$ cat src/sv/assert_macros.svh
// Assertion macros shared by the trapezoidal motion profiler RTL.
// No dependencies; included by files that carry concurrent checks.
`ifndef ASSERT_MACROS_SVH
`define ASSERT_MACROS_SVH

// Clocked check, disabled while the active-low reset is asserted.
`define ASSERT_CLKRST(lbl, clk, rst_n, prop) \
	lbl: assert property (@(posedge clk) disable iff (!(rst_n)) (prop)) \
		else $error("motion profiler assertion failed");

// Clocked check that also holds during reset.
`define ASSERT_CLK(lbl, clk, prop) \
	lbl: assert property (@(posedge clk) (prop)) \
		else $error("motion profiler assertion failed");

`endif

$ cat src/sv/tmp_pkg.sv
// Shared types and constants for the trapezoidal motion profiler.
// No dependencies; used by every module of the block but tmp_ram.
package tmp_pkg;

	localparam int CHANNELS_DEF = 5;

	localparam int CH_W    = 3;
	localparam int ANG_W   = 24;
	localparam int VEL_W   = 20;
	localparam int DUTY_W  = 25;
	localparam int MAXV_W  = 18;
	localparam int ACC_W   = 22;
	localparam int PF_W    = 16;
	localparam int DB_W    = 16;
	localparam int DC_W    = 16;

	localparam int CFG_IDX_W  = 3;
	localparam int CFG_DATA_W = 22;

	localparam logic [CFG_IDX_W-1:0] REG_MAX_VEL   = 3'd0;
	localparam logic [CFG_IDX_W-1:0] REG_MAX_ACC   = 3'd1;
	localparam logic [CFG_IDX_W-1:0] REG_PERIOD    = 3'd2;
	localparam logic [CFG_IDX_W-1:0] REG_DEADBAND  = 3'd3;
	localparam logic [CFG_IDX_W-1:0] REG_DUTY_ZERO = 3'd4;
	localparam logic [CFG_IDX_W-1:0] REG_DUTY_FULL = 3'd5;

	localparam logic [MAXV_W-1:0] MAX_VEL_RST   = 18'd25600;
	localparam logic [ACC_W-1:0]  MAX_ACC_RST   = 22'd51200;
	localparam logic [PF_W-1:0]   PERIOD_RST    = 16'd655;
	localparam logic [DB_W-1:0]   DEADBAND_RST  = 16'd3;
	localparam logic [DC_W-1:0]   DUTY_ZERO_RST = 16'd1638;
	localparam logic [DC_W-1:0]   DUTY_FULL_RST = 16'd8192;

	// error magnitude, sqrt radicand 2*acc*|e| and root
	localparam int ERR_W  = ANG_W + 1;
	localparam int RAD_W  = 48;
	localparam int ROOT_W = RAD_W / 2;

	// duty = trunc(deg*span / DIVISOR), DIVISOR = 4 * 45
	// |deg*span| < 2^31, so (n >> 2) < 2^29 and ceil(2^35 / 45) gives exact quotients
	localparam int DIVISOR     = 180;
	localparam int DIVN_W      = 32;
	localparam int DIVX_W      = 29;
	localparam int DIV_SH      = 35;
	localparam int DIV_RECIP_W = 30;
	localparam int DIV_RECIP   = 763549742;

	typedef struct packed {
		logic busy;
		logic done;
	} unit_sts_t;

endpackage

$ cat src/sv/tmp_sqrt.sv
// Iterative integer square root, one root bit per cycle (floored).
// Depends on tmp_pkg.
module tmp_sqrt (
	input  logic                        clk,
	input  logic                        arst_n,
	input  logic                        start,
	input  logic [tmp_pkg::RAD_W-1:0]   radicand,
	output tmp_pkg::unit_sts_t          sts,
	output logic [tmp_pkg::ROOT_W-1:0]  root
);

	localparam int RW  = tmp_pkg::ROOT_W;
	localparam int REM_W = RW + 2;
	localparam int SH_W  = RW + 4;
	localparam int CNT_W = $clog2(RW + 1);

	logic [tmp_pkg::RAD_W-1:0] rad_q;
	logic [REM_W-1:0]          rem_q;
	logic [RW-1:0]             root_q;
	logic [CNT_W-1:0]          cnt_q;
	logic                      busy_q;
	logic                      done_q;

	logic [SH_W-1:0] rem_sh;
	logic [SH_W-1:0] trial;
	logic [SH_W-1:0] diff;
	logic            ge;

	always_comb begin
		rem_sh = {rem_q, rad_q[tmp_pkg::RAD_W-1 -: 2]};
		trial  = {2'b00, root_q, 2'b01};
		diff   = rem_sh - trial;
		ge     = (rem_sh >= trial);
	end

	always_ff @(posedge clk or negedge arst_n) begin
		if (!arst_n) begin
			busy_q <= 1'b0;
			done_q <= 1'b0;
			cnt_q  <= '0;
		end else begin
			done_q <= 1'b0;
			if (start) begin
				busy_q <= 1'b1;
				cnt_q  <= CNT_W'(RW);
			end else if (busy_q) begin
				cnt_q <= cnt_q - 1'b1;
				if (cnt_q == CNT_W'(1)) begin
					busy_q <= 1'b0;
					done_q <= 1'b1;
				end
			end
		end
	end

	always_ff @(posedge clk) begin
		if (start) begin
			rad_q  <= radicand;
			rem_q  <= '0;
			root_q <= '0;
		end else if (busy_q) begin
			rad_q  <= {rad_q[tmp_pkg::RAD_W-3:0], 2'b00};
			rem_q  <= ge ? REM_W'(diff) : REM_W'(rem_sh);
			root_q <= {root_q[RW-2:0], ge};
		end
	end

	assign sts.busy = busy_q;
	assign sts.done = done_q;
	assign root     = root_q;

endmodule

$ cat config.mk
export PLATFORM = sky130hd
export DESIGN_NAME = tmp_sqrt
export DESIGN_NICKNAME = d
export VERILOG_FILES = /design/src/sv/assert_macros.svh /design/src/sv/tmp_pkg.sv /design/src/sv/tmp_sqrt.sv
export SDC_FILE = /design/constraint.sdc
export NUM_CORES = 1
export LEC_CHECK = 0
export CAP_MARGIN = 20
export CORE_ASPECT_RATIO = 0.6
export CORE_MARGIN = 2
export CORE_UTILIZATION = 58
export CTS_CLUSTER_DIAMETER = 30
export DETAILED_ROUTE_END_ITERATION = 10
export DONT_BUFFER_PORTS = 1
export PLACE_DENSITY_LB_ADDON = 0.3
export SLEW_MARGIN = 40
export SYNTH_ARGS = -nofsm -noshare
export SYNTH_HDL_FRONTEND = slang
export SYNTH_SLANG_ARGS = --single-unit
$ cat constraint.sdc
create_clock -name clk -period 2.4 [get_ports clk]
set_input_delay 0.12 -clock clk [delete_from_list [all_inputs] [get_ports clk]]
set_output_delay 0.12 -clock clk [all_outputs]
set_load 0.01 [all_outputs]
==> impl_metrics.tcl <==
set metrics [dict create \
    run_status "finished with violations" \
    violations "setup timing" \
    combPwrFrac_pct 62.6 \
    avgRoutedWirePerCell_um 19.3 \
    required_ps 2650 \
    ys.warnings.count 0 \
    grtUsageTotal_pct 28.9 \
    synth-edff-count 48 \
    num_rows 28 \
    antenna_found_initial 0 \
    pwr-share-clk_pct 14.1 \
    ys_ff_latch 105 \
    syn_area_per_cell_sq_um 10.3 \
    whs_ps 11.8 \
    fin_setup_tns_ps -705 \
    io_pins 77 \
    synth-main-ff-cell "dfxtp_1" \
    drive_above_1_share_pct 39.1 \
    drt_first_pass_iters 7 \
    route.detailed.drc 0 \
    finalCriticalPeriod_ps 2620 \
    drv_cap 0 \
    p_per_area_nw_per_um2 1290 \
    worstHoldPathCells 1 \
    cts_root_buffer "clkbuf_16" \
    worst-path-max-fanout 5 \
    start_kind "register" \
    ys_seq_area_share_pct 44.4 \
    dieArea_sq_um 11000 \
    pwr-share-seq_pct 23.3 \
    syn_nets 650 \
    clock_path_buffers 2 \
    worstMarginPinSlew_ps 589 \
    fmax_ghz 0.381 \
    dp_hpwl_um 9820 \
    ys_top_cells_by_area "edfxtp_1, dfxtp_1, mux2_2, mux2i_1, ha_1" \
    switchingPower_uw 4190 \
    cts-htree-levels 3 \
    clk_latency_ps 360 \
    port_buffers 0 \
    synth_top_area_cell "edfxtp_1" \
    die_x_um 134 \
    path_depth 11 \
    routed_wirelength_um 16400 \
    max_stage_delay_ps 380 \
    synth_cell_types 67 \
    wl_met2_um 7810 \
    async_reset_ff_share_pct 6.67 \
    rsz0062_at_grt "true" \
    grt_pass1_wl_um 24300 \
    slew_headroom_pct 60.8 \
    area_delta_synth_final_pct 37.2 \
    fin_ws_ps -224 \
    wl_met1_um 7100 \
    arrival_ps 2870 \
    p_int_uw 6230 \
    hold_viol 0 \
    clk_pin_slew_ps 80 \
    grt_max_degree 73 \
    ant_nets 0 \
    syn_inst 571 \
    hold_class "in -> reg" \
    crit_type "reg -> reg" \
    leakage_uw 0.00339 \
    final.period_utilization_pct 109 \
    cts_tree "built" \
    switching_share_pct 40.2 \
    wl_met3_um 1120 \
    finClkSkew_ps 10.8 \
    diodes 0 \
    post_dp_cell_area_sq_um 6730 \
    die_y_um 82.1 \
    vias 4960 \
    regToRegSetupSlack_ps -220 \
    synthesis.area_sq_um 5890 \
    design_area_sq_um 8080 \
    vias_per_cell 5.84 \
    reg2regPathDepth 11 \
    setup_violations 11 \
    crit_chain "inv_2 > ha_4 > nand4_4 > or3_4 > buf_4 > a21o_1 > a21oi_4 > nor2_4 > buf_6 > a311o_1 > a311oi_1" \
    fillers 557 \
    top_layer "met4" \
    initial_core_util_pct 59.7 \
    path_buf_inv 3 \
    numCtsBuffers 9 \
    synth_top_area_share_pct 24.5 \
    ir_worst_vdd_mv 0.746 \
    cpMaxStageDelayCell "or3_4" \
    core_area_sq_um 9880 \
    crit_path_end_kind "register" \
    place_congestion 0.908 \
    cts_sinks 105 \
    drtIter0Drc 384 \
    nets 788 \
    slew_viol_final 0 \
    grt_remaining_overflow 0 \
    grt_pass1_vias 4909 \
    cp_top_family "compound AO/OA/AOI/OAI gates" \
]
## per-layer routing
layer	track usage, %	vias up
li1	-	2329
met1	37.9	2374
met2	47.8	214
met3	6.98	43
met4	9.58	0
met5	0	-
## layout by cell type, fill, tap and decap left out, types with 3 or more instances in the layout
cell type / Yosys / layout
a21o_1: 11 / 10
mux2i_2: 0 / 3
nor2_1: 66 / 64
o21ai_0: 17 / 6
a211oi_2: 1 / 9
nand2_2: 0 / 3
xor2_1: 11 / 11
mux2i_4: 0 / 3
dfxtp_1: 50 / 31
edfxtp_1: 48 / 48
a21oi_2: 0 / 11
dfrtp_1: 7 / 6
a22oi_1: 3 / 3
nand3_1: 7 / 5
o21ai_1: 2 / 12
or3_1: 6 / 5
dlygate4sd3_1: 0 / 51
nor3_1: 10 / 7
o31ai_1: 4 / 4
buf_12: 0 / 4
buf_4: 6 / 99
a211oi_1: 18 / 10
o21a_1: 4 / 4
inv_2: 0 / 7
nor3_2: 2 / 4
inv_1: 36 / 28
mux2i_1: 39 / 33
a21o_2: 4 / 4
mux2_2: 46 / 46
a21oi_1: 28 / 16
ha_4: 0 / 17
nand2_1: 33 / 29
ha_1: 28 / 10
dfxtp_2: 0 / 18
nand2b_1: 3 / 3
xnor2_1: 13 / 13
clkbuf_16: 0 / 9
## synth_stat cells (3+ instances only)
| master | count |
|---|---|
| o31ai_1 | 4 |
| o21ai_0 | 17 |
| nand3_1 | 7 |
| o21a_1 | 4 |
| inv_1 | 36 |
| nor2_1 | 66 |
| dfrtp_1 | 7 |
| ha_1 | 28 |
| edfxtp_1 | 48 |
| xnor2_1 | 13 |
| or3_1 | 6 |
| a21o_2 | 4 |
| buf_1 | 6 |
| xor2_1 | 11 |
| nor3_1 | 10 |
| mux2i_1 | 39 |
| a21o_1 | 11 |
| nand2_1 | 33 |
| nor2b_1 | 3 |
| a21oi_1 | 28 |
| buf_4 | 6 |
| nand2b_1 | 3 |
| mux2_2 | 46 |
| dfxtp_1 | 50 |
| clkbuf_1 | 13 |
| a211oi_1 | 18 |
| a31oi_1 | 3 |
| a22oi_1 | 3 |
## repair_timing
action	in CTS	in global routing
setup endpoints to repair	24	27
pin swaps	28	26
endpoints found under the hold margin	101	4
hold buffers	50	2
setup buffers	10	1
gates resized for setup	37	64
## layout make-up
class / count / area, sq um / area share (%)
tap: 135 / 169 / 2.09
inverter: 36 / 138 / 1.70
timing repair buffer: 156 / 1360 / 16.8
sequential: 105 / 2650 / 32.7
clock inverter: 7 / 61.3 / 0.759
multi-input combinational: 401 / 3480 / 43.1
clock buffer: 9 / 225 / 2.79
## stage by stage
stage | power [uW] | worst slack (ps) | utilization (%) | cells
global placement | 7160 | -114 | 68.1 | 770
CTS | 9470 | -166 | 78.7 | 846
global route | 10900 | -286 | 81.8 | 849
floorplan | 5780 | -81.9 | - | 571
finish | 10400 | -224 | 81.8 | 849
detailed placement | 7390 | -228 | 68.2 | 770
## path summary, 6_finish.rpt
check | endpoint | startpoint
worst max-delay path | rem_q[18] | root[14]
worst min-delay path | rad_q[36] | start
worst max register to register | rem_q[18] | root[14]
worst min register to register | rem_q[19] | rem_q[19]
max in group asynchronous | busy_q | arst_n
min in group asynchronous | busy_q | arst_n
## cells by family (layout without fill, tap and decap cells)
| group | count (synthesis) | count (layout) | synth area share [%] |
|---|---|---|---|
| buf+inv | 65 | 208 | 4.97 |
| mux | 85 | 85 | 15.4 |
| fa+ha+maj | 28 | 28 | 5.94 |
| compound gates | 116 | 116 | 13.6 |
| flops | 105 | 105 | 44.4 |
| xor+xnor | 24 | 24 | 3.57 |
| simple gates | 148 | 148 | 12.1 |
## worst reg2reg max path: cells and delay by family, from the launching register on
kind | cells | cell delay (ps)
AOI/OAI and AO/OA | 4 | 970
and+or+nand+nor | 3 | 580
buffers and inverters | 3 | 350
DFF | 1 | 340
adders and majority gates | 1 | 270
## power groups by stage
stage          Clock [uW]  Combinational, uW  Sequential, uW
6_report             1470               6520            2430
5_1_grt              1530               6920            2450
2_1_floorplan           0               3390            2390
3_3_place_gp            0               4780            2380
4_1_cts              1470               5600            2390
3_5_place_dp            0               4990            2400
## registers in the layout (all words and copies together), names as in the netlist
name,cells
done_q,1
busy_q,1
rem_q,26
cnt_q,5
rad_q,48
root,24
No activity file was read; power rests on OpenSTA's default activity.
