File: src/sv/assert_macros.svh
// Assertion macros shared by the trapezoidal motion profiler RTL.
// No dependencies; included by files that carry concurrent checks.
`ifndef ASSERT_MACROS_SVH
`define ASSERT_MACROS_SVH

// Clocked check, disabled while the active-low reset is asserted.
`define ASSERT_CLKRST(lbl, clk, rst_n, prop) \
	lbl: assert property (@(posedge clk) disable iff (!(rst_n)) (prop)) \
		else $error("motion profiler assertion failed");

// Clocked check that also holds during reset.
`define ASSERT_CLK(lbl, clk, prop) \
	lbl: assert property (@(posedge clk) (prop)) \
		else $error("motion profiler assertion failed");

`endif

File: src/sv/tmp_ram.sv
// Generic simple dual-port RAM: one write port, one read port, registered read.
// No dependencies.
module tmp_ram #(
	parameter int WIDTH = 8,
	parameter int DEPTH = 4
) (
	input  logic                                     clk,
	input  logic                                     we,
	input  logic [((DEPTH > 1) ? $clog2(DEPTH) : 1)-1:0] waddr,
	input  logic [WIDTH-1:0]                         wdata,
	input  logic [((DEPTH > 1) ? $clog2(DEPTH) : 1)-1:0] raddr,
	output logic [WIDTH-1:0]                         rdata
);

	logic [WIDTH-1:0] mem_q [DEPTH];

	always_ff @(posedge clk) begin
		if (we) begin
			mem_q[waddr] <= wdata;
		end
		rdata <= mem_q[raddr];
	end

endmodule

File: config.mk
export PLATFORM = sky130hd
export DESIGN_NAME = tmp_ram
export DESIGN_NICKNAME = d
export VERILOG_FILES = /design/src/sv/assert_macros.svh /design/src/sv/tmp_ram.sv
export SDC_FILE = /design/constraint.sdc
export NUM_CORES = 1
export LEC_CHECK = 0
export BUFFER_PORTS_ARGS = -buffer_cell sky130_fd_sc_hd__buf_2
export CELL_PAD_IN_SITES_DETAIL_PLACEMENT = 0
export CELL_PAD_IN_SITES_GLOBAL_PLACEMENT = 1
export CORE_ASPECT_RATIO = 1.75
export CORE_UTILIZATION = 45
export DETAILED_ROUTE_END_ITERATION = 10
export GPL_ROUTABILITY_DRIVEN = 0
export PLACE_DENSITY_LB_ADDON = 0.25
export SYNTH_ARGS = -nofsm -noshare
export SYNTH_HDL_FRONTEND = slang
export SYNTH_SLANG_ARGS = --single-unit
File: constraint.sdc
create_clock -name clk -period 1.4 [get_ports clk]
set_input_delay 0.14 -clock clk [delete_from_list [all_inputs] [get_ports clk]]
set_output_delay 0.14 -clock clk [all_outputs]
set_load 0.02 [all_outputs]
==> out/metrics.cfg, run 1 <==
[cells_and_area]
fin_cells=109
final_nets=95
post-route-util=0.577
synthToLayoutAreaGrowth_pct=19.0
drive_gt1_frac=0.463
n_antenna_cell=0
fillers=218

[grt]
grtUsageTotal=0.142
grt_max_degree=13
grt_pass1_wl_um=2900
grt_pass1_vias=629
grt_use_met1=0.137
grt_overflow_total=0
grt.met2_usage=0.234
grt_busiest_layer=met2
antenna_found_initial=0
met3_usage=0.0583

[clock_tree]
cts_max_level=2
clockBufferDepth=2
ctsResizeCount=0
cts_tree=built
cts_buffers=5
cts-root-buf=clkbuf_8
clock-sinks=40
clock_latency_ps=290
cts-hold-fix-buffers=0
postCtsSetupRepairBufs=0
clk_pin_slew_ps=70

[yosys]
synth.avg_cell_area_sq_um=25.0
synth_top_area_cell=edfxtp_1
ys_top_cells_by_count=32 x edfxtp_1, 8 x dfxtp_1, 8 x mux4_2, 2 x and3b_1
synthCells=54
yosysUniqueCellTypes=8
yosysWarnings=0
synth.area.top_cells=edfxtp_1 71%, mux4_2 13%, dfxtp_1 12%
yosysMostFrequentCell=edfxtp_1
ys_ff_latch=40
synth_enable_flop_cells=32
ys_seq_area_frac=0.831
synth_top_area_frac=0.712
netlist_area_sq_um=1350
async_flop_share=0
synth_fp_nets=68
synth_top_flop_cell=edfxtp_1

[timing]
maxClockFrequency_mhz=1030
setup_viol=0
slew_headroom=0.703
finalCritPeriodShare=0.694
tightest_slew_ps=446
tns_ps=0
rsz0062_at_grt=false
skew_ps=4.33
whs_ps=62.6
finalHoldViolations=0
finalMaxSlewViolations=0
period_minus_slack_ps=972

[worst_setup_path]
cp-start-kind=flip-flop
path_buf_inv=0
crit_slowest_cell=mux4_2
slowest_delay_ps=480
crit_path_end_kind=flip-flop
cp_data_arrival_time_ps=1140
crit_required_ps=1560
cp_cell_sequence=mux4_2
critPathKind=flip-flop to flip-flop
path_delay_family=multiplexers
cp_max_fo=1

[routing]
avgRoutedWirePerCell_um=16.9
drc_errors=4
num_vias=599
antenna_left=0
drt_iter0_markers=13
drtPass1Iterations=7
wl_um=1840
via_per_inst=5.50

[power]
p_total_w=0.00251
p_leak_nw=0.586
peakVddDrop_mv=0.864
pwr_density_cell_nw_per_um2=1560

[floorplan]
rows=25
die_h_um=74.4
die_x_um=43.4
start_util=0.484
io_pins=22
core_sq_um=2780
die_area_sq_um=3230

[outcome]
violations=DRC
status=finished with violations

[placed_design]
dp_cells=101
numPortBuffers=21

[job]
cap_violations=0

[worst_hold_path]
hold_class=input port to flip-flop

## layout make-up
| class | instances | area [sq um] | share of cell area |
|---|---|---|---|
| flip-flops and latches | 40 | 1120 | 0.698 |
| multi-input cells | 12 | 211 | 0.132 |
| repair buffers | 22 | 113 | 0.0701 |
| clock buffers | 7 | 96.3 | 0.0600 |
| well taps | 27 | 33.8 | 0.0210 |
| clock inverters | 1 | 30.0 | 0.0187 |
## through the flow
step / worst slack [ps] / cell area, sq um
2_1_floorplan: 196 / 1350
3_3_place_gp: 290 / 1480
3_5_place_dp: 274 / 1480
4_1_cts: 415 / 1610
5_1_grt: 414 / 1610
6_report: 428 / 1610
## cell families after synthesis
group,count (synthesis),synth area share
DFF,40,0.831
muxes,8,0.134
and+or+nand+nor,4,0.0232
buffers and inverters,2,0.0121
## state kept, by name, indices dropped and copies added, names as in the netlist
register / count
mem_q: 32
rdata: 8
## report_power, final
| part | internal (W) | leakage [nW] | total (W) | switching [W] |
|---|---|---|---|---|
| clock | 0.000628 | 0.0645 | 0.000992 | 0.000364 |
| combinational | 0.0000661 | 0.160 | 0.000149 | 0.0000827 |
| sequential | 0.00135 | 0.361 | 0.00137 | 0.0000137 |
| total | 0.00205 | 0.586 | 0.00251 | 0.000461 |
## worst paths after layout
path                         start               endpoint  slack, ps  depth (start not counted)
max reg2reg  mem_q[3][4]$_DFFE_PP_       rdata[4]$_DFF_P_        430                          1
max          mem_q[3][4]$_DFFE_PP_       rdata[4]$_DFF_P_        430                          1
min                       wdata[6]  mem_q[3][6]$_DFFE_PP_         60                          1
min reg2reg  mem_q[3][3]$_DFFE_PP_       rdata[3]$_DFF_P_        550                          1
## cells in the final DEF (no fill, tap or decap)
master	n
and3_1	1
and3b_1	2
buf_2	21
buf_4	1
bufinv_16	1
clkbuf_8	7
dfxtp_1	8
edfxtp_1	32
mux4_2	8
nor3b_1	1
## metal layers
metal	wire length (um)	share of wire
met5	0	0
met4	73	0.040
met3	93	0.051
met2	1000	0.54
met1	672	0.37
No activity file was read; power rests on OpenSTA's default activity.
==> run 2, diff against run 1 <==
clock period = 0.9 ns   (was 1.4 ns; I/O delays follow)
==> run 2 against run 1 <==
The run ends with DRC, setup timing left. Power increased by 37%. Setup slack got worse by 480 ps. Count of clock-buffer cells in the layout shrank 1. Hold slack worse by 36 ps. Cell count rose by 3.7%. Clock skew rose by 1.6 ps. Sequential power grew 55%. Critical path type unchanged.
==> out/metrics.cfg, run 2 (synthesized netlist as in run 1, its figures left out) <==
[worst_setup_path]
cp-start-kind=flip-flop
crit_path_end_kind=flip-flop
crit_required_ps=1060  ; -500 ps
cp_max_fo=1  ; unchanged
path_delay_family=multiplexers
cp_cell_sequence=mux4_2
slowest_delay_ps=470  ; about the same
critPathKind=flip-flop to flip-flop
cp_data_arrival_time_ps=1110  ; -30 ps
crit_slowest_cell=mux4_2
r2r_start=mem_q[3][3]$_DFFE_PP_
path_buf_inv=0  ; unchanged
critPathLaunch=mem_q[3][3]$_DFFE_PP_

[grt]
grt_max_degree=12  ; -1
grt_pass1_vias=644  ; +2.4%
grt_pass1_wl_um=2970  ; +2.6%
grtUsageTotal=0.140  ; -0.00198
grt_overflow_total=0  ; unchanged
antenna_found_initial=0  ; unchanged

[timing]
finalHoldViolations=0  ; unchanged
period_minus_slack_ps=953  ; -18.6 ps
tns_ps=-304  ; -304 ps
rsz0062_at_grt=true
finalCritPeriodShare=1.06  ; +0.365
tightest_slew_ps=224  ; -222 ps
maxClockFrequency_mhz=1050  ; +2.0%
setup_viol=8  ; +8
worst_slack_ps=-53.2  ; -481 ps
skew_ps=5.94  ; +1.61 ps
finalMaxSlewViolations=0  ; unchanged
slew_headroom=0.851  ; +0.148

[cells_and_area]
n_antenna_cell=0  ; unchanged
synthToLayoutAreaGrowth_pct=21.3
drive_gt1_frac=0.488  ; +0.0250
seq_area_sq_um=1120  ; unchanged
layout_common_cells=32 x edfxtp_1, 21 x buf_2, 8 x mux4_2, 8 x dfxtp_1, 5 x clkbuf_8
largest_reg_flops=32  ; unchanged
multi_input_comb_area_sq_um=216  ; +2.4%
reg_top3=mem_q x32, rdata x8
largest_register=mem_q
fillers=210  ; -3.7%
post-route-util=0.588  ; +0.0112
final_common_cell=edfxtp_1
stdcell_area_sq_um=1640  ; +1.9%
final_nets=100  ; +5.3%

[routing]
wl_um=1870  ; +1.7%
drt_iter0_markers=16  ; +3
avgRoutedWirePerCell_um=16.5  ; -1.9%
antenna_left=0  ; unchanged
via_per_inst=5.48  ; -0.32%
drc_errors=4  ; unchanged
num_vias=619  ; +3.3%
drtPass1Iterations=7  ; unchanged

[power]
peakVddDrop_mv=1.51  ; +74%
p_total_w=0.00344  ; +37%
pwr_density_cell_nw_per_um2=2100  ; +35%
p_leak_nw=0.601  ; +2.6%

[worst_hold_path]
hold_class=input port to flip-flop
holdCritStartpoint=wdata[4]

[clock_tree]
clockBufferDepth=2  ; unchanged
cts-hold-fix-buffers=0  ; unchanged
clk_pin_slew_ps=70  ; about the same
clock-sinks=40  ; unchanged
postCtsSetupRepairBufs=0  ; unchanged
ctsResizeCount=0  ; unchanged
cts_max_level=2  ; unchanged
cts-root-buf=clkbuf_8
cts_buffers=5  ; unchanged
clock_latency_ps=280  ; about the same
cts_tree=built

[floorplan]
die_x_um=43.4  ; unchanged
io_pins=22  ; unchanged
rows=25  ; unchanged
start_util=0.484  ; unchanged
die_h_um=74.4  ; unchanged
core_sq_um=2780  ; unchanged
die_area_sq_um=3230  ; unchanged

[placed_design]
dpl_cell_area_sq_um=1560  ; +5.4%
numPortBuffers=21  ; unchanged
hpwl_um=1280

[outcome]
violations=DRC, setup timing
status=finished with violations

[job]
cap_violations=0  ; unchanged

run 2: cell count changes in the layout (fill, tap and decap cells not counted):
cell | previous run | this run
clkbuf_8 | 7 | 5
buf_12 | 0 | 3
bufinv_16 | 1 | 0
clkbuf_1 | 0 | 1
nor3b_2 | 0 | 1
buf_4 | 1 | 3
clkinv_2 | 0 | 1
nor3b_1 | 1 | 0
run 2: final timing paths:
path / end / slack [ps] / cells after the start
setup / recovery: rdata[3]$_DFF_P_ / -50 / 1
hold / removal: mem_q[1][4]$_DFFE_PP_ / 30 / 1
setup reg to reg: rdata[3]$_DFF_P_ / -50 / 1
hold reg to reg: rdata[4]$_DFF_P_ / 550 / 1
run 2: metal layers:
metal / global-route usage / vias to the layer above / wire (um)
met1: 0.152 / 308 / 704
met4: 0.0833 / 0 / 30
li1: - / 284 / -
met5: 0 / - / 0
met2: 0.227 / 23 / 1020
met3: 0.0583 / 4 / 118
run 2: per-stage QoR:
step / worst slack [ps] / hold WS [ps] / std cells
4_1_cts: -66.9 / 15.0 / 113
6_report: -53.2 / 26.5 / 113
3_5_place_dp: -69.0 / 308 / 106
2_1_floorplan: -8.82 / 189 / 54
5_1_grt: -84.9 / 15.6 / 113
3_3_place_gp: -54.7 / 299 / 106
run 2: power by group:
part           switching (W)  leakage (nW)  internal [W]  total (W)
Clock               0.000526        0.0410      0.000526    0.00105
Combinational       0.000135         0.199      0.000130   0.000265
Sequential         0.0000211         0.361       0.00211    0.00213
run 2: final cells by class:
cell class,count,share of cell area
Sequential cell,40,0.685
Tap cell,27,0.0206
Clock buffer,6,0.0443
Multi-Input combinational cell,12,0.132
Timing Repair Buffer,27,0.115
Clock inverter,1,0.00306
==> run 3, diff against run 2 <==
REMOVE_ABC_BUFFERS = 1   (was unset)
==> run 3 against run 2 <==
The run still ends with DRC, setup timing left. Cell count unchanged. Via count shrank 2.1%. Register-to-register slack about the same. Routed wire length rose by 0.64%.
==> out/metrics.cfg, run 3 (synthesized netlist as in run 1, its figures left out) <==
[clock_tree]
cts-root-buf=clkbuf_8
clock-sinks=40  ; unchanged
cts_max_level=2  ; unchanged
postCtsSetupRepairBufs=0  ; unchanged
clk_pin_slew_ps=80  ; about the same
cts_buffers=5  ; unchanged
clockBufferDepth=2  ; unchanged
ctsResizeCount=0  ; unchanged
cts_tree=built
clock_latency_ps=290  ; about the same
cts-hold-fix-buffers=0  ; unchanged

[cells_and_area]
reg_top3=mem_q x32, rdata x8
final_common_cell=edfxtp_1
synthToLayoutAreaGrowth_pct=23.8
largest_reg_flops=32  ; unchanged
drive_gt1_frac=0.488  ; unchanged
fin_cells=113  ; unchanged
layout_common_cells=32 x edfxtp_1, 21 x buf_2, 8 x mux4_2, 8 x dfxtp_1, 5 x clkbuf_8
final_nets=99  ; -1.0%
post-route-util=0.600  ; +0.0121
stdcell_area_sq_um=1670  ; +2.1%
largest_register=mem_q
n_antenna_cell=0  ; unchanged

[timing]
slew_headroom=0.854  ; +0.00366
finalMaxSlewViolations=0  ; unchanged
period_minus_slack_ps=957  ; +3.56 ps
finalCritPeriodShare=1.06  ; +0.00395
rsz0062_at_grt=true
worst_slack_ps=-56.8  ; -3.56 ps
skew_ps=5.81  ; -0.130 ps
finalHoldViolations=0  ; unchanged
setup_viol=8  ; unchanged
maxClockFrequency_mhz=1050  ; -0.37%
tightest_slew_ps=219  ; -5.48 ps
whs_ps=11.4  ; -15.1 ps

[placed_design]
dpl_cell_area_sq_um=1560  ; unchanged
pre_cts_ws_ps=-75.3  ; -6.36 ps
numPortBuffers=21  ; unchanged
dp_cells=105  ; -0.94%

[worst_setup_path]
cp.depth=1  ; unchanged
critPathLaunch=mem_q[3][1]$_DFFE_PP_
crit_slowest_cell=mux4_2
path_delay_family=multiplexers
cp_data_arrival_time_ps=1120  ; about the same
crit_required_ps=1060  ; about the same
reg2reg_to=rdata[1]$_DFF_P_
r2r_start=mem_q[3][1]$_DFFE_PP_
cp-start-kind=flip-flop
critPathKind=flip-flop to flip-flop
cp_cell_sequence=mux4_2
critPathCapture=rdata[1]$_DFF_P_
reg2reg_slack_ps=-60  ; about the same
slowest_delay_ps=460  ; about the same
path_buf_inv=0  ; unchanged
crit_path_end_kind=flip-flop
reg2reg_depth=1  ; unchanged
cp_max_fo=1  ; unchanged

[grt]
grt_pass1_wl_um=3050  ; +2.6%
grt_pass1_vias=658  ; +2.2%
met3_usage=0.0510  ; -0.00728
grt.met2_usage=0.249  ; +0.0219
grt_overflow_total=0  ; unchanged
antenna_found_initial=0  ; unchanged
grtUsageTotal=0.142  ; +0.00184
grt_max_degree=14  ; +2
grt_use_met1=0.141  ; -0.0109
grt_busiest_layer=met2

[routing]
drc_errors=6  ; +2
antenna_left=0  ; unchanged
drt_iter0_markers=23  ; +7
wl_um=1880  ; +0.64%
avgRoutedWirePerCell_um=16.7  ; +0.64%
drtPass1Iterations=7  ; unchanged
via_per_inst=5.36  ; -2.1%
num_vias=606  ; -2.1%

[floorplan]
rows=25  ; unchanged
start_util=0.484  ; unchanged
die_area_sq_um=3230  ; unchanged
die_x_um=43.4  ; unchanged
die_h_um=74.4  ; unchanged
core_sq_um=2780  ; unchanged
io_pins=22  ; unchanged

[power]
p_leak_nw=0.610  ; +1.5%
switchingPower_w=0.000746  ; +9.4%
swShare=0.196  ; -0.00176
p_clk_frac=0.371  ; +0.066
intPower_w=0.00306  ; +11%
pwr_density_cell_nw_per_um2=2280  ; +8.2%
pwr-share-comb=0.070  ; -0.007
p_seq_frac=0.559  ; -0.059
peakVddDrop_mv=1.70  ; +13%

[worst_hold_path]
hold_class=input port to flip-flop

[job]
cap_violations=0  ; unchanged

[outcome]
status=finished with violations
violations=DRC, setup timing

run 3: power by group through the flow:
stage / combinational (W) / sequential (W) / clock [W]
4_1_cts: 0.000270 / 0.00213 / 0.00145
3_5_place_dp: 0.000269 / 0.00217 / 0
3_3_place_gp: 0.000263 / 0.00217 / 0
6_report: 0.000265 / 0.00213 / 0.00141
5_1_grt: 0.000286 / 0.00214 / 0.00153
2_1_floorplan: 0.0000777 / 0.00221 / 0
run 3: per-layer routing:
| layer | wire (um) | vias to the layer above |
|---|---|---|
| li1 | - | 282 |
| met1 | 705 | 300 |
| met2 | 1060 | 20 |
| met3 | 82 | 4 |
| met4 | 37 | 0 |
| met5 | 0 | - |
run 3: worst min path at each step:
stage,startpoint,endpoint,slack (ps),cells after the start
2_1_floorplan,wdata[0],mem_q[0][0]$_DFFE_PP_,190,0
3_3_place_gp,wdata[5],mem_q[2][5]$_DFFE_PP_,300,1
3_5_place_dp,wdata[6],mem_q[0][6]$_DFFE_PP_,310,1
4_1_cts,wdata[7],mem_q[0][7]$_DFFE_PP_,2,1
5_1_grt,wdata[2],mem_q[3][2]$_DFFE_PP_,10,1
6_report,wdata[7],mem_q[0][7]$_DFFE_PP_,10,1
run 3: cell type report:
type	count	area, sq um
sequential	40	1120
fill	206	1110
multi-input combinational	12	211
timing repair buffer	26	193
clock buffer	5	68.8
clock inverter	3	42.5
tap	27	33.8
run 3: per-stage QoR:
stage / TNS, ps / power (W)
2_1_floorplan: -2100 / 0.00229
3_3_place_gp: -533 / 0.00243
3_5_place_dp: -785 / 0.00244
4_1_cts: -379 / 0.00385
5_1_grt: -566 / 0.00396
6_report: -335 / 0.00380
