[src/sv/assert_macros.svh]
// Assertion macros shared by the trapezoidal motion profiler RTL.
// No dependencies; included by files that carry concurrent checks.
`ifndef ASSERT_MACROS_SVH
`define ASSERT_MACROS_SVH

// Clocked check, disabled while the active-low reset is asserted.
`define ASSERT_CLKRST(lbl, clk, rst_n, prop) \
	lbl: assert property (@(posedge clk) disable iff (!(rst_n)) (prop)) \
		else $error("motion profiler assertion failed");

// Clocked check that also holds during reset.
`define ASSERT_CLK(lbl, clk, prop) \
	lbl: assert property (@(posedge clk) (prop)) \
		else $error("motion profiler assertion failed");

`endif

[src/sv/tmp_pkg.sv]
// Shared types and constants for the trapezoidal motion profiler.
// No dependencies; used by every module of the block but tmp_ram.
package tmp_pkg;

	localparam int CHANNELS_DEF = 5;

	localparam int CH_W    = 3;
	localparam int ANG_W   = 24;
	localparam int VEL_W   = 20;
	localparam int DUTY_W  = 25;
	localparam int MAXV_W  = 18;
	localparam int ACC_W   = 22;
	localparam int PF_W    = 16;
	localparam int DB_W    = 16;
	localparam int DC_W    = 16;

	localparam int CFG_IDX_W  = 3;
	localparam int CFG_DATA_W = 22;

	localparam logic [CFG_IDX_W-1:0] REG_MAX_VEL   = 3'd0;
	localparam logic [CFG_IDX_W-1:0] REG_MAX_ACC   = 3'd1;
	localparam logic [CFG_IDX_W-1:0] REG_PERIOD    = 3'd2;
	localparam logic [CFG_IDX_W-1:0] REG_DEADBAND  = 3'd3;
	localparam logic [CFG_IDX_W-1:0] REG_DUTY_ZERO = 3'd4;
	localparam logic [CFG_IDX_W-1:0] REG_DUTY_FULL = 3'd5;

	localparam logic [MAXV_W-1:0] MAX_VEL_RST   = 18'd25600;
	localparam logic [ACC_W-1:0]  MAX_ACC_RST   = 22'd51200;
	localparam logic [PF_W-1:0]   PERIOD_RST    = 16'd655;
	localparam logic [DB_W-1:0]   DEADBAND_RST  = 16'd3;
	localparam logic [DC_W-1:0]   DUTY_ZERO_RST = 16'd1638;
	localparam logic [DC_W-1:0]   DUTY_FULL_RST = 16'd8192;

	// error magnitude, sqrt radicand 2*acc*|e| and root
	localparam int ERR_W  = ANG_W + 1;
	localparam int RAD_W  = 48;
	localparam int ROOT_W = RAD_W / 2;

	// duty = trunc(deg*span / DIVISOR), DIVISOR = 4 * 45
	// |deg*span| < 2^31, so (n >> 2) < 2^29 and ceil(2^35 / 45) gives exact quotients
	localparam int DIVISOR     = 180;
	localparam int DIVN_W      = 32;
	localparam int DIVX_W      = 29;
	localparam int DIV_SH      = 35;
	localparam int DIV_RECIP_W = 30;
	localparam int DIV_RECIP   = 763549742;

	typedef struct packed {
		logic busy;
		logic done;
	} unit_sts_t;

endpackage

[src/sv/tmp_cdiv.sv]
// Divide by the constant duty divisor: shift by two, then multiply by the reciprocal of 45.
// Registers: x_q on start, quo_q while busy, done follows busy. Depends on tmp_pkg.
module tmp_cdiv (
	input  logic                        clk,
	input  logic                        arst_n,
	input  logic                        start,
	input  logic [tmp_pkg::DIVN_W-1:0]  numer,
	output tmp_pkg::unit_sts_t          sts,
	output logic [tmp_pkg::DIVN_W-1:0]  quot
);

	localparam int NW = tmp_pkg::DIVN_W;
	localparam int XW = tmp_pkg::DIVX_W;
	localparam int MW = tmp_pkg::DIV_RECIP_W;
	localparam int PW = XW + MW;
	localparam int QW = PW - tmp_pkg::DIV_SH;

	localparam logic [MW-1:0] RECIP = MW'(tmp_pkg::DIV_RECIP);

	logic [XW-1:0] x_q;
	logic [NW-1:0] quo_q;
	logic          busy_q;
	logic          done_q;

	logic [PW-1:0] prod;

	always_comb begin
		prod = PW'(x_q) * PW'(RECIP);
	end

	always_ff @(posedge clk or negedge arst_n) begin
		if (!arst_n) begin
			busy_q <= 1'b0;
			done_q <= 1'b0;
		end else begin
			busy_q <= start;
			done_q <= busy_q;
		end
	end

	always_ff @(posedge clk) begin
		if (start) begin
			x_q <= numer[XW+1:2];
		end
		if (busy_q) begin
			quo_q <= NW'(prod[PW-1 -: QW]);
		end
	end

	assign sts.busy = busy_q;
	assign sts.done = done_q;
	assign quot     = quo_q;

endmodule

[config.mk]
export PLATFORM = sky130hd
export DESIGN_NAME = tmp_cdiv
export DESIGN_NICKNAME = d
export VERILOG_FILES = /design/src/sv/assert_macros.svh /design/src/sv/tmp_pkg.sv /design/src/sv/tmp_cdiv.sv
export SDC_FILE = /design/constraint.sdc
export NUM_CORES = 1
export LEC_CHECK = 0
export ABC_CLOCK_PERIOD_IN_PS = 8600
export BUFFER_PORTS_ARGS = -buffer_cell sky130_fd_sc_hd__buf_2
export CORE_UTILIZATION = 65
export CTS_BUF_LIST = sky130_fd_sc_hd__clkbuf_8
export DETAILED_ROUTE_END_ITERATION = 10
export PLACE_DENSITY = 0.84
export SYNTH_ARGS = -nofsm -noshare
export SYNTH_HDL_FRONTEND = slang
export SYNTH_SLANG_ARGS = --single-unit
[constraint.sdc]
create_clock -name clk -period 8.6 [get_ports clk]
set_input_delay 0.86 -clock clk [delete_from_list [all_inputs] [get_ports clk]]
set_output_delay 0.86 -clock clk [all_outputs]
set_load 0.05 [all_outputs]
==> results of run 1 <==
cell usage after synthesis (4+ instances only):
| cell | instances | area share [%] |
|---|---|---|
| sky130_fd_sc_hd__and2_1 | 5 | 0.20 |
| sky130_fd_sc_hd__a211oi_1 | 4 | 0.19 |
| sky130_fd_sc_hd__and3_1 | 4 | 0.16 |
| sky130_fd_sc_hd__buf_2 | 5 | 0.16 |
| sky130_fd_sc_hd__a31oi_1 | 4 | 0.16 |
| sky130_fd_sc_hd__nor3_1 | 9 | 0.29 |
| sky130_fd_sc_hd__edfxtp_1 | 53 | 10 |
| sky130_fd_sc_hd__xnor2_1 | 14 | 0.79 |
| sky130_fd_sc_hd__buf_4 | 10 | 0.48 |
| sky130_fd_sc_hd__a21o_1 | 34 | 1.6 |
| sky130_fd_sc_hd__o21a_1 | 4 | 0.19 |
| sky130_fd_sc_hd__o21ai_0 | 28 | 0.90 |
| sky130_fd_sc_hd__a21oi_1 | 53 | 1.7 |
| sky130_fd_sc_hd__o211ai_1 | 5 | 0.24 |
| sky130_fd_sc_hd__nor2_1 | 22 | 0.53 |
| sky130_fd_sc_hd__inv_1 | 505 | 12 |
| sky130_fd_sc_hd__nand3_1 | 5 | 0.16 |
| sky130_fd_sc_hd__nand4_1 | 23 | 0.93 |
| sky130_fd_sc_hd__clkbuf_1 | 7 | 0.17 |
| sky130_fd_sc_hd__fa_1 | 286 | 37 |
| sky130_fd_sc_hd__xor2_1 | 15 | 0.85 |
| sky130_fd_sc_hd__ha_1 | 321 | 26 |
| sky130_fd_sc_hd__o21bai_1 | 9 | 0.44 |
| sky130_fd_sc_hd__nand2_1 | 39 | 0.94 |
final timing paths:
| kind | startpoint | to | slack (ps) | cells after the start |
|---|---|---|---|---|
| max | x_q[9] | quot[23] | 1260 | 21 |
| min | arst_n | done_q | 260 | 1 |
| max reg2reg | x_q[9] | quot[23] | 1260 | 21 |
| min reg2reg | busy_q | done_q | 1020 | 0 |
| max in group asynchronous | arst_n | busy_q | 8250 | 1 |
| min in group clk | numer[20] | x_q[18] | 660 | 1 |
registers in the layout, indices dropped and copies added, names as in the netlist:
signal	cells
x_q	29
quot	24
busy_q	1
done_q	1
layer usage:
layer / routed length (um) / vias to the layer above / global-route usage, %
met3: 2400 / 140 / 5.46
li1: - / 4872 / -
met4: 2540 / 0 / 20.4
met5: 0 / - / 0
met1: 14200 / 5451 / 40.3
met2: 19000 / 424 / 57.2
cells by family (layout without fill, tap and decap cells):
family / count (synthesis) / count (layout)
adder cells (fa/ha/maj): 607 / 607
buffers and inverters: 528 / 570
AO/OA/AOI/OAI: 173 / 173
AND/OR/NAND/NOR: 134 / 134
flip-flops: 55 / 55
XOR/XNOR: 29 / 29
other: 1 / 8
metrics by stage:
| stage | instance area (um2) | utilization [%] | setup slack [ps] | instances |
|---|---|---|---|---|
| after detailed placement | 16100 | 68.7 | 1350 | 1887 |
| final | 16200 | 69.2 | 1260 | 1895 |
| after CTS | 16200 | 69.2 | 1330 | 1895 |
| after floorplan | 15500 | - | 2240 | 1534 |
| after global placement | 16100 | 68.7 | 1440 | 1887 |
| after global routing | 16200 | 69.2 | 981 | 1895 |
critical path, cell delays in order (launching register included):
cell,delay [ps]
sky130_fd_sc_hd__edfxtp_1,630
sky130_fd_sc_hd__ha_1,430
sky130_fd_sc_hd__fa_1,590
sky130_fd_sc_hd__inv_1,50
sky130_fd_sc_hd__fa_1,480
sky130_fd_sc_hd__inv_1,50
sky130_fd_sc_hd__ha_1,290
sky130_fd_sc_hd__fa_1,570
sky130_fd_sc_hd__fa_1,430
sky130_fd_sc_hd__fa_1,490
sky130_fd_sc_hd__inv_1,60
sky130_fd_sc_hd__fa_1,490
sky130_fd_sc_hd__inv_1,50
sky130_fd_sc_hd__ha_1,360
sky130_fd_sc_hd__a21oi_1,210
sky130_fd_sc_hd__o21ai_0,200
sky130_fd_sc_hd__nor4_1,520
sky130_fd_sc_hd__a21boi_0,180
sky130_fd_sc_hd__a22oi_1,340
sky130_fd_sc_hd__nand2_1,210
sky130_fd_sc_hd__a221o_1,340
sky130_fd_sc_hd__xnor2_1,130
cell usage in the layout (no fill, tap or decap), types with 22 or more instances in the layout:
cell type	count
sky130_fd_sc_hd__edfxtp_1	53
sky130_fd_sc_hd__fa_1	286
sky130_fd_sc_hd__ha_1	321
sky130_fd_sc_hd__o21ai_0	28
sky130_fd_sc_hd__buf_2	57
sky130_fd_sc_hd__nand2_1	39
sky130_fd_sc_hd__a21oi_1	53
sky130_fd_sc_hd__inv_1	505
sky130_fd_sc_hd__a21o_1	34
sky130_fd_sc_hd__nor2_1	22
sky130_fd_sc_hd__nand4_1	23
layout make-up:
| cell class | count | area share (%) |
|---|---|---|
| Clock buffer | 5 | 0.425 |
| Timing Repair Buffer | 57 | 1.76 |
| Sequential cell | 55 | 10.1 |
| Inverter | 505 | 11.7 |
| Tap cell | 319 | 2.47 |
| Multi-Input combinational cell | 951 | 73.3 |
| Clock inverter | 3 | 0.209 |
==> run metrics, run 1 <==
buffer count from post-CTS setup fixing=0; vias after detailed routing=10900; Post-synth EDFFs=53; endpoints failing setup=0; distinct cell type count after synthesis=between 60 and 70; vertical die dimension=156 um; instance count of the mapped netlist=1527; Num CTS Buffers=5; final antenna diode count=0; per-instance average area after synthesis=10.2 um2; Resized cells post-CTS=0; yosys warns=0; nets@finish=roughly 2200; storage element area=1640 um2; number of fill cells in the layout=around 1800; post-route clock skew=21.3 ps; flops & latches, synth=55; kind of launch point of the worst setup path=flop; Final period util=a little under nine tenths; worst slew pin tran=1050 ps; fraction of synthesized area in multiplexers=0%; number of input and output port buffers inserted=57; element type at the critical path end=flop; normalized max-slew margin=30.1%; result of the run=complete, no violations; main combinational cell family by area after synthesis=adder cells; post-synthesis compound-gate area fraction=under 10%; Skew-Pair Late Insertion Delay=about 360 ps; Routed WL=38100 um; clk sink count=55; placeable core area=23400 um2; most instantiated flip-flop cell in the synthesis netlist=sky130_fd_sc_hd__edfxtp_1; arrival time of the worst setup path=7450 ps; CTS tree=done; area of the multi-input gates=11900 um2; minimum clock period after layout=7340 ps; H-tree Lvls=2; pin count of the biggest net entering global routing=31; die area=approximately 24000 um2; Hold Crit Class=input pin to asynchronous set/reset pin; share of cells above drive strength 1=4.82%; buffer cell driving the clock tree root=sky130_fd_sc_hd__clkbuf_8; number of standard-cell rows in the floorplan=56; Final Hold Violating Endpoints=0; die boundary width=approximately 160 um; top achievable clock speed=136 MHz; CTS clock-pin slew for the worst setup and hold paths=120 ps; Tot GR Track Use=33.7%; deepest clock path buffer count=2; maximum fanout count along the critical path=7; aggregate negative setup slack=0 ps; XOR/XNOR Fraction of Synth Area=roughly 1.6%; starting utilization of the core area=66.3%; unrepaired setup endpoints after global routing=no; Synth Cell Area=15500 um2; half-perimeter wire length after detailed placement=roughly 34000 um; max-cap violation count=0; synthesis-to-finish area growth=4.40%; share of the yosys chip area belonging to registers=between 10% and 20%; share of flip-flops with an asynchronous set or reset after synthesis=under 10%; routability congestion estimate from global placement=0.992; type of the setup path with the least slack=flop to flop; Post-Synth Adder-Cell Area=62.8%; post-detailed-route count of antenna-violating nets=0; post-detailed-route wirelength per cell=20.1 um; starting DRC count in detailed routing=roughly 760; max-slew violation count=0; number of global-route vias before repair=~12000; wire length of the first global-routing pass=between 60000 and 70000 um; Final Hold Slack=264 ps; hold bufs inserted after CTS=0; DRT Pass-1 Iters=5; antenna violations before repair=0; data required time at the worst endpoint=8710 ps; drt drc=0; number of top-level pins=69; area fraction in and, or, nand and nor cells after synthesis=4.53%; number of vias per cell=5.75; remaining global-route overflow=0
Power of run 1 is left out: the tool's default activity adds up to more than one toggle a clock period on the data nets, which glitch-free logic cannot reach.
==> run 2: changes to the inputs <==
- ABC_CLOCK_PERIOD_IN_PS: 8600 -> 7420
- clock period: 8.6 -> 7.42 ns (I/O delays scaled with it)
==> run metrics, run 2 (synthesized netlist as in run 1, its figures left out) <==
vias after detailed routing=roughly 11000; flip-flop count of the largest register, all copies and words added=29; share of cells above drive strength 1=between 5 and 6%; maximum fanout count along the critical path=7; antenna violations before repair=0; max-slew violation count=0; CTS clock-pin slew for the worst setup and hold paths=about 130 ps; data required time at the worst endpoint=about 7600 ps; Largest Register=x_q; placeable core area=approximately 23000 um2; aggregate negative setup slack=0 ps; buffer cell driving the clock tree root=sky130_fd_sc_hd__clkbuf_8; chain of cells forming the critical path=ha_1 -> fa_1 -> inv_1 -> fa_1 -> inv_1 -> ha_1 -> fa_1 -> fa_1 -> fa_1 -> inv_1 -> fa_1 -> inv_1 -> ha_1 -> a21oi_1 -> o21ai_0 -> nor4_1 -> a21boi_0 -> a22oi_1 -> nand2_1 -> a221o_1 -> xnor2_1; Skew-Pair Late Insertion Delay=380 ps; final antenna diode count=0; remaining global-route overflow=0; Final Hold Violating Endpoints=0; type of the setup path with the least slack=flop to flop; Tot GR Track Use=33.9%; Hold Crit Class=input pin to asynchronous set/reset pin; area of the multi-input gates=11900 um2; Post-Layout Cell Count=about 1900; synthesis-to-finish area growth=5.34%; delay of the slowest critical-path stage=slightly above 600 ps; top achievable clock speed=138 MHz; cell family with most CP delay=adder cells; reg2reg end=quot[23]; Routed WL=38800 um; storage element area=approximately 1600 um2; pin count of the biggest net entering global routing=31; starting utilization of the core area=roughly 66%; number of top-level pins=69; post-route clock skew=roughly 24 ps; arrival time of the worst setup path=7400 ps; routability congestion estimate from global placement=1.03; CTS tree=done; post-detailed-route count of antenna-violating nets=0; normalized max-slew margin=32.3%; element type at the critical path end=flop; wire length of the first global-routing pass=61100 um; deepest clock path buffer count=2; worst reg2reg path startpoint=x_q[13]; number of global-route vias before repair=11800; nets@finish=2235; number of vias per cell=about 5.7; hold bufs inserted after CTS=0; minimum clock period after layout=7260 ps; minimum setup slack in the final design=around 160 ps; most frequent cells in the layout=505 x sky130_fd_sc_hd__inv_1, 320 x sky130_fd_sc_hd__ha_1, 286 x sky130_fd_sc_hd__fa_1, 57 x sky130_fd_sc_hd__buf_2; worst slew pin tran=1020 ps; Final period util=97.9%; register-to-register setup slack=160 ps; DRT Pass-1 Iters=5; half-perimeter wire length after detailed placement=34300 um; cell type of the slowest stage on the worst timing path=sky130_fd_sc_hd__edfxtp_1; H-tree Lvls=2; die boundary width=156 um; post-detailed-route wirelength per cell=slightly above 20 um; Num CTS Buffers=5; clk sink count=55; number of buffer and inverter instances along the worst setup path=4; post-placement worst setup slack=321 ps; most frequent cell on the critical path=sky130_fd_sc_hd__fa_1; result of the run=complete, no violations; number of fill cells in the layout=1794; die area=around 24000 um2; vertical die dimension=156 um; logic depth of the worst register-to-register path=21; max-cap violation count=0; number of input and output port buffers inserted=57; starting DRC count in detailed routing=around 680; most common cell after layout, fill and taps aside=sky130_fd_sc_hd__inv_1; kind of launch point of the worst setup path=flop; drt drc=0; post-placement cell count=1905; endpoints failing setup=0; number of standard-cell rows in the floorplan=56; unrepaired setup endpoints after global routing=no
## run 2: changes by cell type in the layout (fill, tap and decap cells not counted)
cell                     delta
sky130_fd_sc_hd__nor4_4     +1
sky130_fd_sc_hd__nor4_2     -1
sky130_fd_sc_hd__ha_2       +1
sky130_fd_sc_hd__buf_4     +18
sky130_fd_sc_hd__ha_1       -1
## run 2: routing by layer
layer	global-route usage (%)	vias up	wire length, um
met5	0	-	0
met4	20.8	0	2560
met3	5.23	136	2460
met2	57.0	419	19000
met1	41.4	5439	14700
li1	-	4902	-
## run 2: cell type report
| cell class | instances | area share [%] |
|---|---|---|
| Inverter | 505 | 11.6 |
| Sequential cell | 55 | 10.0 |
| Clock inverter | 3 | 0.207 |
| Tap cell | 319 | 2.44 |
| Clock buffer | 5 | 0.421 |
| Timing Repair Buffer | 75 | 2.57 |
| Multi-Input combinational cell | 951 | 72.7 |
## run 2: stage by stage
| stage | hold WS (ps) | cell area [um2] | util [%] |
|---|---|---|---|
| global placement | 528 | 16200 | 69.3 |
| CTS | 123 | 16300 | 69.8 |
| floorplan | 446 | 15500 | - |
| detailed placement | 528 | 16200 | 69.3 |
| finish | 125 | 16300 | 69.8 |
| global route | 121 | 16300 | 69.8 |
## run 2: worst reg2reg max path: stages (launching register included)
cell,delay [ps]
sky130_fd_sc_hd__edfxtp_1,610
sky130_fd_sc_hd__ha_1,450
sky130_fd_sc_hd__fa_1,530
sky130_fd_sc_hd__inv_1,50
sky130_fd_sc_hd__fa_1,480
sky130_fd_sc_hd__inv_1,40
sky130_fd_sc_hd__ha_1,290
sky130_fd_sc_hd__fa_1,600
sky130_fd_sc_hd__fa_1,440
sky130_fd_sc_hd__fa_1,510
sky130_fd_sc_hd__inv_1,60
sky130_fd_sc_hd__fa_1,520
sky130_fd_sc_hd__inv_1,60
sky130_fd_sc_hd__ha_1,370
sky130_fd_sc_hd__a21oi_1,190
sky130_fd_sc_hd__o21ai_0,180
sky130_fd_sc_hd__nor4_1,480
sky130_fd_sc_hd__a21boi_0,160
sky130_fd_sc_hd__a22oi_1,310
sky130_fd_sc_hd__nand2_1,220
sky130_fd_sc_hd__a221o_1,350
sky130_fd_sc_hd__xnor2_1,130
## run 2: worst max path at each step
stage / depth (start not counted) / to / start / slack (ps)
2_1_floorplan: 21 / quot[17] / x_q[15] / 1060
3_3_place_gp: 23 / quot[9] / x_q[22] / 340
3_5_place_dp: 23 / quot[9] / x_q[22] / 320
4_1_cts: 21 / quot[23] / x_q[13] / 290
5_1_grt: 21 / quot[23] / x_q[13] / 20
6_report: 21 / quot[23] / x_q[13] / 160
## run 2: what timing repair did
item	in CTS	in global routing
gates resized for setup	0	2
hold endpoints to repair	0	0
endpoints found under the setup margin	0	1
buffers inserted	0	0
Power of run 2 is left out for the same reason.
==> run 3: changes to the inputs <==
- ABC_CLOCK_PERIOD_IN_PS: 7420 -> 6700
- clock period: 7.42 -> 6.7 ns (I/O delays scaled with it)
==> run metrics, run 3 (synthesized netlist as in run 1, its figures left out) <==
routability congestion estimate from global placement=1.03; Routed WL=42800 um; Final Hold Slack=between 60 and 70 ps; number of fill cells in the layout=1556; Largest Register=x_q; worst slew pin tran=1040 ps; synthesis-to-finish area growth=16.2%; starting utilization of the core area=66.3%; routing layer with the top usage in global route=met2; nets@finish=2401; global routing met1 resource utilization=40.5%; post-detailed-route wirelength per cell=approximately 20 um; remaining global-route overflow=0; half-perimeter wire length after detailed placement=between 30000 and 40000 um; Hold Crit Class=input pin to asynchronous set/reset pin; clk sink count=55; max-slew violation count=0; most frequent cell on the critical path=sky130_fd_sc_hd__fa_1; CTS clock-pin slew for the worst setup and hold paths=around 130 ps; unrepaired setup endpoints after global routing=yes; met2 Resource Use GR=62.5%; minimum clock period after layout=between 6000 and 7000 ps; result of the run=complete, no violations; flip-flop count of the largest register, all copies and words added=29; number of input and output port buffers inserted=57; DRT Pass-1 Iters=6; Num CTS Buffers=5; buffer cell driving the clock tree root=sky130_fd_sc_hd__clkbuf_8; most common cell after layout, fill and taps aside=sky130_fd_sc_hd__inv_1; die area=24500 um2; most frequent cells in the layout=500 x sky130_fd_sc_hd__inv_1, 296 x sky130_fd_sc_hd__ha_1, 281 x sky130_fd_sc_hd__fa_1, 178 x sky130_fd_sc_hd__buf_4, 57 x sky130_fd_sc_hd__buf_2; minimum setup slack in the final design=7.32 ps; area of the multi-input gates=12300 um2; number of standard-cell rows in the floorplan=56; deepest clock path buffer count=2; Skew-Pair Late Insertion Delay=360 ps; number of global-route vias before repair=around 13000; number of top-level pins=69; data required time at the worst endpoint=6820 ps; post-route clock skew=23.6 ps; drt drc=0; number of vias per cell=5.65; hold bufs inserted after CTS=0; delay of the slowest critical-path stage=between 600 and 700 ps; cell type of the slowest stage on the worst timing path=sky130_fd_sc_hd__fa_2; endpoints failing setup=0; chain of cells forming the critical path=buf_6 -> ha_4 -> inv_4 -> fa_1 -> fa_1 -> fa_1 -> inv_2 -> fa_1 -> fa_2 -> inv_2 -> fa_1 -> inv_2 -> ha_4 -> ha_4 -> buf_6 -> o21ai_2 -> nand2b_1 -> a21oi_2 -> a31o_2 -> a21oi_2 -> a211o_1 -> or4_1 -> and4_1; placeable core area=23400 um2; kind of launch point of the worst setup path=flop; element type at the critical path end=flop; Final Hold Violating Endpoints=0; Final period util=99.9%; maximum fanout count along the critical path=5; share of cells above drive strength 1=18.5%; type of the setup path with the least slack=flop to flop; arrival time of the worst setup path=6810 ps; instance area after placement=between 15000 and 20000 um2; H-tree Lvls=2; Post-Route Utilization=between 70 and 80%; vertical die dimension=~160 um; wire length of the first global-routing pass=between 60000 and 70000 um; met3 GRT Util=6.67%; post-detailed-route count of antenna-violating nets=0; starting DRC count in detailed routing=754; post-placement worst setup slack=-144 ps; die boundary width=approximately 160 um; vias after detailed routing=about 12000; storage element area=1640 um2; CTS tree=done; Tot GR Track Use=around 36%; antenna violations before repair=0; max-cap violation count=0; top achievable clock speed=149 MHz; normalized max-slew margin=between 30 and 40%; post-route cell area=18000 um2; pin count of the biggest net entering global routing=31; final antenna diode count=0
==> run 3: per-stage QoR <==
| stage | setup TNS [ps] | cells |
|---|---|---|
| final | 0 | 2079 |
| after global routing | -621 | 2079 |
| after CTS | 0 | 2061 |
| after detailed placement | -875 | 2049 |
| after global placement | -145 | 2049 |
| after floorplan | 0 | 1534 |
==> run 3: path summary, 6_finish.rpt <==
path	end	depth (start not counted)	slack, ps	startpoint
max in group asynchronous	done_q	1	6540	arst_n
hold / removal	busy_q	1	70	arst_n
min in group clk	x_q[24]	1	460	numer[26]
setup reg to reg	quot[14]	23	7	x_q[8]
hold reg to reg	done_q	0	1020	busy_q
setup / recovery	quot[14]	23	7	x_q[8]
==> run 3: critical path: cells and delay by family, from the launching register on <==
family	cells	cell delay [ps]
AOI/OAI and AO/OA	5	760
adders and majority gates	9	3980
buffers and inverters	6	480
DFF	1	490
and+or+nand+nor	3	740
==> run 3: final cells by class <==
type                       count  area share [%]
sequential                    55            9.11
multi-input combinational    951            68.2
inverter                     505            10.5
clock inverter                 3           0.187
timing repair buffer         241            9.37
tap                          319            2.21
clock buffer                   5           0.382
==> run 3: what timing repair did <==
item,CTS,global route
gates cloned,0,0
setup buffers,4,18
endpoints found under the setup margin,13,20
pin swaps,1,58
resized for setup,14,75
==> run 3: per-layer routing <==
| layer | vias to the layer above | wire length [um] |
|---|---|---|
| li1 | 5230 | - |
| met1 | 5874 | 15500 |
| met2 | 486 | 21300 |
| met3 | 165 | 2860 |
| met4 | 0 | 3140 |
| met5 | - | 0 |
Power of run 3 is left out for the same reason.
